### src/rtl/utf8_to_utf16_transcoder_macros.svh
// Assertion macros shared by the UTF-8 to UTF-16 transcoder modules.
`ifndef UTF8_TO_UTF16_TRANSCODER_MACROS_SVH
`define UTF8_TO_UTF16_TRANSCODER_MACROS_SVH

`ifndef SYNTHESIS
`define U8U16_ASSERT(label, clk, rst, prop) \
   label: assert property (@(posedge clk) disable iff (rst) prop) \
      else $error("u8u16 assertion failed");
`define U8U16_NEVER(label, clk, rst, cond) \
   label: assert property (@(posedge clk) disable iff (rst) !(cond)) \
      else $error("u8u16 forbidden condition seen");
`else
`define U8U16_ASSERT(label, clk, rst, prop)
`define U8U16_NEVER(label, clk, rst, cond)
`endif

`endif

### src/rtl/u8u16_pkg.sv
// Types and constants for the UTF-8 to UTF-16 transcoder.
package u8u16_pkg;

   localparam int POINT_W     = 21;
   localparam int QUEUE_DEPTH = 4;
   localparam int QUEUE_AW    = $clog2(QUEUE_DEPTH);
   localparam int QCNT_W      = QUEUE_AW + 1;

   localparam logic [15:0]        REPLACEMENT = 16'hFFFD;
   localparam logic [POINT_W-1:0] SURR_LO     = 21'h00D800;
   localparam logic [POINT_W-1:0] SURR_HI     = 21'h00DFFF;
   localparam logic [POINT_W-1:0] MAX_POINT   = 21'h10FFFF;
   localparam logic [POINT_W-1:0] BMP_MAX     = 21'h00FFFF;
   localparam logic [POINT_W-1:0] PLANE_BASE  = 21'h010000;
   localparam logic [POINT_W-1:0] MIN_LEN2    = 21'h000080;
   localparam logic [POINT_W-1:0] MIN_LEN3    = 21'h000800;
   localparam logic [5:0]         HI_PREFIX   = 6'b110110;  // 0xD800 >> 10
   localparam logic [5:0]         LO_PREFIX   = 6'b110111;  // 0xDC00 >> 10

   localparam logic [2:0] LEN_NONE = 3'd0;
   localparam logic [2:0] LEN_TWO  = 3'd2;
   localparam logic [2:0] LEN_THREE = 3'd3;
   localparam logic [2:0] LEN_FOUR = 3'd4;

   typedef struct packed {
      logic [15:0] code_unit;
      logic        run_end;
      logic        stream_end;
   } unit_type;

   // One decoded byte: zero, one or two code units.
   typedef struct packed {
      logic     any;
      logic     pair;
      unit_type unit0;
      unit_type unit1;
   } dec_type;

   typedef struct packed {
      logic     pair;
      unit_type unit0;
      unit_type unit1;
   } entry_type;

endpackage

### src/rtl/u8u16_decoder.sv
// Sequence state and combinational byte decode into UTF-16 code units.
`include "utf8_to_utf16_transcoder_macros.svh"

module u8u16_decoder import u8u16_pkg::*; (
   input  logic       clock,
   input  logic       reset,
   input  logic       step,
   input  logic [7:0] byte_in,
   input  logic       last_byte,
   output dec_type    dec
);

   logic [2:0]         exp_len_ff, exp_len_in;
   logic [1:0]         seen_ff, seen_in;
   logic [POINT_W-1:0] point_ff, point_in;

   logic               lead_opens;
   logic [2:0]         lead_len;
   logic [POINT_W-1:0] lead_payload;
   logic [15:0]        lead_unit;
   logic [15:0]        lead_out;

   logic               cont;
   logic [2:0]         seen_next;
   logic [POINT_W-1:0] acc;
   logic [POINT_W-1:0] offs;
   logic               complete;
   logic               bad;
   logic               supp;

   logic [15:0]        u0, u1;
   logic [1:0]         n;

   always_comb begin
      lead_opens   = 1'b0;
      lead_len     = LEN_NONE;
      lead_payload = '0;
      lead_unit    = REPLACEMENT;
      case (byte_in) inside
         [8'h00:8'h7F]: begin
            lead_unit = {8'h00, byte_in};
         end
         [8'hC0:8'hDF]: begin
            lead_opens   = 1'b1;
            lead_len     = LEN_TWO;
            lead_payload = {16'h0000, byte_in[4:0]};
         end
         [8'hE0:8'hEF]: begin
            lead_opens   = 1'b1;
            lead_len     = LEN_THREE;
            lead_payload = {17'h00000, byte_in[3:0]};
         end
         [8'hF0:8'hF7]: begin
            lead_opens   = 1'b1;
            lead_len     = LEN_FOUR;
            lead_payload = {18'h00000, byte_in[2:0]};
         end
         default: begin
            lead_unit = REPLACEMENT;
         end
      endcase
   end

   // An opening lead on the final byte can never finish.
   assign lead_out = lead_opens ? REPLACEMENT : lead_unit;

   assign cont      = (byte_in[7:6] == 2'b10);
   assign seen_next = {1'b0, seen_ff} + 3'd1;
   assign acc       = {point_ff[POINT_W-7:0], byte_in[5:0]};
   assign complete  = (seen_next >= exp_len_ff);
   assign offs      = acc - PLANE_BASE;
   assign supp      = (acc > BMP_MAX);
   assign bad       = (acc >= SURR_LO && acc <= SURR_HI) || (acc > MAX_POINT) ||
                      (exp_len_ff == LEN_TWO   && acc < MIN_LEN2) ||
                      (exp_len_ff == LEN_THREE && acc < MIN_LEN3) ||
                      (exp_len_ff == LEN_FOUR  && acc < PLANE_BASE);

   always_comb begin
      u0         = REPLACEMENT;
      u1         = REPLACEMENT;
      n          = 2'd0;
      exp_len_in = exp_len_ff;
      seen_in    = seen_ff;
      point_in   = point_ff;
      if (exp_len_ff == LEN_NONE || !cont) begin
         // No open sequence, or an interrupted one: flag an interruption, then treat the byte as a lead.
         if (exp_len_ff != LEN_NONE) begin
            u0 = REPLACEMENT;
            n  = 2'd1;
         end
         exp_len_in = LEN_NONE;
         seen_in    = 2'd0;
         point_in   = '0;
         if (lead_opens && !last_byte) begin
            exp_len_in = lead_len;
            seen_in    = 2'd1;
            point_in   = lead_payload;
         end else begin
            if (n == 2'd0) begin
               u0 = lead_out;
            end else begin
               u1 = lead_out;
            end
            n = n + 2'd1;
         end
      end else if (complete) begin
         exp_len_in = LEN_NONE;
         seen_in    = 2'd0;
         point_in   = '0;
         if (bad) begin
            u0 = REPLACEMENT;
            n  = 2'd1;
         end else if (!supp) begin
            u0 = acc[15:0];
            n  = 2'd1;
         end else begin
            u0 = {HI_PREFIX, offs[19:10]};
            u1 = {LO_PREFIX, offs[9:0]};
            n  = 2'd2;
         end
      end else if (last_byte) begin
         u0         = REPLACEMENT;
         n          = 2'd1;
         exp_len_in = LEN_NONE;
         seen_in    = 2'd0;
         point_in   = '0;
      end else begin
         seen_in  = seen_next[1:0];
         point_in = acc;
      end
   end

   always_comb begin
      dec.any              = (n != 2'd0);
      dec.pair             = (n == 2'd2);
      dec.unit0.code_unit  = u0;
      dec.unit0.run_end    = (n == 2'd1);
      dec.unit0.stream_end = (n == 2'd1) && last_byte;
      dec.unit1.code_unit  = u1;
      dec.unit1.run_end    = 1'b1;
      dec.unit1.stream_end = last_byte;
   end

   always_ff @(posedge clock) begin
      if (reset) begin
         exp_len_ff <= LEN_NONE;
         seen_ff    <= 2'd0;
         point_ff   <= '0;
      end else if (step) begin
         exp_len_ff <= exp_len_in;
         seen_ff    <= seen_in;
         point_ff   <= point_in;
      end
   end

   `U8U16_ASSERT(a_idle_clean, clock, reset, (exp_len_ff == LEN_NONE) |-> (seen_ff == 2'd0 && point_ff == '0))
   `U8U16_ASSERT(a_open_sane, clock, reset, (exp_len_ff != LEN_NONE) |-> (exp_len_ff >= LEN_TWO && exp_len_ff <= LEN_FOUR && seen_ff != 2'd0 && {1'b0, seen_ff} < exp_len_ff))
   `U8U16_ASSERT(a_pair_tags, clock, reset, dec.pair |-> (dec.any && dec.unit1.run_end && !dec.unit0.run_end))

endmodule

### src/rtl/u8u16_out_queue.sv
// Result queue: holds decoded bytes and hands out one code unit per beat.
`include "utf8_to_utf16_transcoder_macros.svh"

module u8u16_out_queue import u8u16_pkg::*; (
   input  logic      clock,
   input  logic      reset,
   input  logic      push,
   input  entry_type entry_in,
   output logic      full,
   output logic      out_valid,
   input  logic      out_ready,
   output unit_type  out_unit
);

   entry_type           entries_ff [QUEUE_DEPTH];
   logic [QUEUE_AW-1:0] wr_ptr_ff, wr_ptr_in;
   logic [QUEUE_AW-1:0] rd_ptr_ff, rd_ptr_in;
   logic [QCNT_W-1:0]   cnt_ff, cnt_in;
   logic                half_ff, half_in;

   entry_type           head;
   logic                pop_beat;
   logic                advance;

   assign head      = entries_ff[rd_ptr_ff];
   assign full      = (cnt_ff == QCNT_W'(QUEUE_DEPTH));
   assign out_valid = (cnt_ff != '0);
   assign out_unit  = half_ff ? head.unit1 : head.unit0;
   assign pop_beat  = out_valid && out_ready;
   // Drop the head entry after its last unit has gone out.
   assign advance   = pop_beat && (!head.pair || half_ff);

   always_comb begin
      wr_ptr_in = push ? wr_ptr_ff + 1'b1 : wr_ptr_ff;
      rd_ptr_in = advance ? rd_ptr_ff + 1'b1 : rd_ptr_ff;
      cnt_in    = cnt_ff + {{(QCNT_W-1){1'b0}}, push} - {{(QCNT_W-1){1'b0}}, advance};
      half_in   = half_ff;
      if (pop_beat) begin
         half_in = head.pair && !half_ff;
      end
   end

   always_ff @(posedge clock) begin
      if (push) begin
         entries_ff[wr_ptr_ff] <= entry_in;
      end
   end

   always_ff @(posedge clock) begin
      if (reset) begin
         wr_ptr_ff <= '0;
         rd_ptr_ff <= '0;
         cnt_ff    <= '0;
         half_ff   <= 1'b0;
      end else begin
         wr_ptr_ff <= wr_ptr_in;
         rd_ptr_ff <= rd_ptr_in;
         cnt_ff    <= cnt_in;
         half_ff   <= half_in;
      end
   end

   `U8U16_ASSERT(a_cnt_bound, clock, reset, cnt_ff <= QCNT_W'(QUEUE_DEPTH))
   `U8U16_ASSERT(a_half_on_pair, clock, reset, half_ff |-> (out_valid && head.pair))
   `U8U16_NEVER(a_no_push_full, clock, reset, push && full)

endmodule

### src/rtl/utf8_to_utf16_transcoder.sv
// A byte is held in the input register, then its code units go into the result queue.
// Throughput: one byte per cycle while the queue has room and each byte yields at most one
// code unit; a two-unit byte takes two result beats, set by the one-unit result port.
// A four-entry result queue absorbs stalls on the result side.
// Reset (synchronous, active high) closes any open sequence and empties the queue.
module utf8_to_utf16_transcoder import u8u16_pkg::*; (
   input  logic        clock,
   input  logic        reset,
   input  logic        req_tvalid,
   output logic        req_tready,
   input  logic [7:0]  req_tdata,   // [7:0] byte_in
   input  logic        req_tlast,   // last_byte
   output logic        rsp_tvalid,
   input  logic        rsp_tready,
   output logic [15:0] rsp_tdata,   // [15:0] code_unit
   output logic        rsp_tuser,   // [0] run_end
   output logic        rsp_tlast    // stream_end
);

   logic       in_valid_ff, in_valid_in;
   logic [7:0] in_byte_ff;
   logic       in_last_ff;

   logic       full;
   logic       fire;
   dec_type    dec;
   entry_type  entry;
   unit_type   out_unit;

   // Decode the held byte once the queue has a free entry.
   assign fire        = in_valid_ff && !full;
   assign req_tready  = !in_valid_ff || fire;
   assign in_valid_in = req_tready ? req_tvalid : in_valid_ff;

   always_ff @(posedge clock) begin
      if (reset) begin
         in_valid_ff <= 1'b0;
      end else begin
         in_valid_ff <= in_valid_in;
      end
   end

   always_ff @(posedge clock) begin
      if (req_tvalid && req_tready) begin
         in_byte_ff <= req_tdata;
         in_last_ff <= req_tlast;
      end
   end

   u8u16_decoder u_decoder (
      .clock     (clock),
      .reset     (reset),
      .step      (fire),
      .byte_in   (in_byte_ff),
      .last_byte (in_last_ff),
      .dec       (dec)
   );

   assign entry.pair  = dec.pair;
   assign entry.unit0 = dec.unit0;
   assign entry.unit1 = dec.unit1;

   u8u16_out_queue u_out_queue (
      .clock     (clock),
      .reset     (reset),
      .push      (fire && dec.any),
      .entry_in  (entry),
      .full      (full),
      .out_valid (rsp_tvalid),
      .out_ready (rsp_tready),
      .out_unit  (out_unit)
   );

   assign rsp_tdata = out_unit.code_unit;
   assign rsp_tuser = out_unit.run_end;
   assign rsp_tlast = out_unit.stream_end;

endmodule

### config.mk
export PLATFORM = sky130hd
export DESIGN_NAME = utf8_to_utf16_transcoder
export DESIGN_NICKNAME = d
export VERILOG_FILES = /design/src/rtl/u8u16_pkg.sv /design/src/rtl/u8u16_decoder.sv /design/src/rtl/u8u16_out_queue.sv /design/src/rtl/utf8_to_utf16_transcoder.sv
export VERILOG_INCLUDE_DIRS = /design/src /design/src/rtl
export SDC_FILE = /design/constraint.sdc
export NUM_CORES = 1
export LEC_CHECK = 0
export BUFFER_PORTS_ARGS = -buffer_cell sky130_fd_sc_hd__buf_4
export CORE_ASPECT_RATIO = 1.75
export CORE_MARGIN = 2
export CORE_UTILIZATION = 60
export DETAILED_ROUTE_END_ITERATION = 7
export HOLD_SLACK_MARGIN = 0.08
export PLACE_DENSITY = 0.75
export SYNTH_ARGS = -nofsm -noshare
export SYNTH_HDL_FRONTEND = slang
export SYNTH_HIERARCHICAL = 1
export SYNTH_SLANG_ARGS = --single-unit
export TNS_END_PERCENT = 20
### constraint.sdc
create_clock -name clock -period 7.2 [get_ports clock]
set_input_delay 1.44 -clock clock [delete_from_list [all_inputs] [get_ports clock]]
set_output_delay 1.44 -clock clock [all_outputs]
set_load 0.02 [all_outputs]
==> metrics.yaml <==
status: "complete, no violations"
worstMarginPinSlew_ns: 1.00
whs_ns: 0.520
gr-usage-all-layers_pct: 22.7
vdd_ir_drop_max_v: 0.000196
hpwl_um: 9580
grt_max_degree: 41
cts-resized-gates: 0
netlist_area_mm2: 0.00801
rr_startpoint: "u_decoder/seen_ff[0]$_SDFFE_PP0P_"
fp.dieW_um: 91.3
cts_buffers: 17
h-tree-depth: 4
clkTransAtPathRegs_ns: 0.07
setup_viol: 0
syn_to_final_growth_pct: 11.7
core_area_mm2: 0.0130
drive_gt1_share_pct: 24.2
dieArea_mm2: 0.0143
cts.sinks: 188
drc_errors: 0
tns_ns: 0
ant_nets: 0
cts_root_buffer: "clkbuf_16"
nNetsFinal: 557
synth_top_area_cell: "edfxtp_1"
clock_latency_ns: 0.43
p_leak_uw: 0.00284
min_from: "u_decoder/exp_len_ff[2]$_SDFFE_PP0P_"
synthFlopType: "edfxtp_1"
die_h_um: 157
finalCriticalPeriod_ns: 3.89
path_class: "flip-flop to primary output"
synth_edf_count: 157
synth_cell_type_count: 52
ys_seq_area_share_pct: 66.6
cts_tree: "done"
post_drt_wl_per_cell_um: 20.9
cts_hold_buf: 0
rows: 55
worst_clock_skew_ns: 0.00931
rsz0062_at_grt: "no"
first_global_vias: 4518
grt_pass1_wl_um: 24200
synthCells: 501
io_pins: 33
startpoint_type: "flip-flop"
synth_fp_nets: 528
first_iter_violations: 312
p_per_area_mw_per_mm2: 304
hold_path.class: "flip-flop to flip-flop"
multi_input_area_mm2: 0.00243
drv_slew: 0
synth_top_area_share_pct: 58.9
worstPathRequired_ns: 5.76
timing_hold_violations_final: 0
clockBufferDepth: 2
vias: 4347
regArea_mm2: 0.00534
dr.pass1.iters: 5
ys_seq_elements: 188
fillCellCount: 870
synthTopCellsByArea: "edfxtp_1, mux4_2, dfxtp_1"
start_util_pct: 61.6
crit_path_end_kind: "primary output"
timing.fmax_mhz: 257
avgSynthCellArea_um2: 16.0
antenna_cells: 0
cap_violations: 0
antenna_found_initial: 0
avgViaCountPerCell: 6.10
synthArstFlopShare_pct: 0
cp.arrival_ns: 2.45
cts_setup_buffers: 0
slew_headroom_pct: 31.2
ys_warn_count: 6
wl_um: 14900
finalCritPeriodShare_pct: 54.0
overflow: 0
port_buffers: 32
gp_congestion: 1.02
path_max_fanout: 40
[through the flow]
stage               area, µm²  total power [µW]  worst slack (ns)  std cells  utilization, %
floorplan                8010              1670              4.12        501               -
global placement         8360              1800              3.78        682            64.2
detailed placement       8360              1810              3.71        682            64.2
CTS                      8950              2750              3.26        713            68.8
global route             8950              2830              3.18        713            68.8
finish                   8950              2730              3.31        713            68.8
[worst paths after layout]
path	slack [ns]	endpoint	cells after the start
setup / recovery	3.31	rsp_tdata[1]	4
hold / removal	0.52	u_decoder/exp_len_ff[2]$_SDFFE_PP0P_	2
setup reg to reg	3.78	u_out_queue/cnt_ff[2]$_SDFF_PP0_	12
hold reg to reg	0.52	u_decoder/exp_len_ff[2]$_SDFFE_PP0P_	2
[layout make-up]
class                      count  share of cell area (%)
clock buffer                  17                    4.75
clock inverter                14                    1.89
inverter                      22                   0.923
multi-input combinational    262                    27.1
sequential                   188                    59.6
tap                          171                    2.39
timing repair buffer          39                    3.27
[metal layers]
metal	GRT usage [%]	vias to the layer above	part of all wire, %
met4	10.6	0	3.0
li1	-	1992	-
met3	3.42	34	3.4
met2	40.7	121	55
met5	0	-	0
met1	26.7	2200	38
[flip-flops by register name, indices dropped and copies added, names as in the netlist, named ones only]
name and count:
in_valid_ff 1, u_out_queue/rd_ptr_ff 2, u_decoder/seen_ff 2, u_decoder/point_ff 15, in_last_ff 1, u_decoder/exp_len_ff 3
u_out_queue/wr_ptr_ff 2, u_out_queue/entries_ff 148, in_byte_ff 8, u_out_queue/half_ff 1, u_out_queue/cnt_ff 3
[placed cells by master, fill, tap and decap left out, drive strengths merged, types with 2 or more instances in the layout]
cell / netlist / final
nand3: 10 / 10
mux2i: 12 / 12
xnor2: 4 / 4
a221oi: 3 / 3
nor4: 3 / 3
o22ai: 2 / 2
nor2b: 6 / 6
o21ai: 7 / 7
clkbuf: 10 / 17
clkinv: 0 / 6
o31ai: 3 / 3
inv: 22 / 26
nand2: 19 / 19
edfxtp: 157 / 157
mux4: 36 / 36
nor3: 8 / 8
o32a: 6 / 6
o211ai: 4 / 4
a31oi: 2 / 2
a21oi: 28 / 28
or4: 4 / 4
nor2: 30 / 30
ha: 13 / 13
nand4: 6 / 6
nand2b: 16 / 16
bufinv: 0 / 3
dfxtp: 31 / 31
buf: 19 / 39
mux2: 21 / 21
and2: 7 / 7
or3: 4 / 4
[cell usage after synthesis (3+ instances only)]
master,count
edfxtp_1,157
dfxtp_1,31
mux4_2,31
nor2_1,30
a21oi_1,28
inv_1,22
mux2_2,20
nand2_1,18
nand2b_1,16
ha_1,13
mux2i_1,12
nand3_1,10
clkbuf_1,9
buf_4,8
and2_1,7
buf_2,7
nor3_1,7
nand4_1,6
o32a_1,6
mux4_1,5
nor2b_1,5
o21ai_0,5
or3_1,4
or4_1,4
xnor2_1,4
o211ai_1,3
[where the power goes]
part / switching, µW / internal (µW) / total (µW)
combinational: 273 / 243 / 516
sequential: 30.2 / 1240 / 1270
clock: 395 / 546 / 941
[critical path: stages (launching register included)]
cell and delay, ns:
dfxtp_2 0.31, buf_4 0.56, mux4_1 0.66, mux2_2 0.29, buf_4 0.16
[cell families (layout without fill, tap and decap cells)]
kind of cell | after synthesis | in the layout | share of synthesized area [%]
flip-flops | 188 | 188 | 66.6
AND/OR/NAND/NOR | 116 | 116 | 7.72
multiplexers | 69 | 69 | 14.9
AO/OA/AOI/OAI | 57 | 57 | 4.87
buffers and inverters | 51 | 92 | 3.08
adder cells (fa/ha/maj) | 14 | 14 | 2.28
XOR/XNOR | 5 | 5 | 0.547
other | 1 | 1 | 0.0468
No activity file was read; power rests on OpenSTA's default activity.
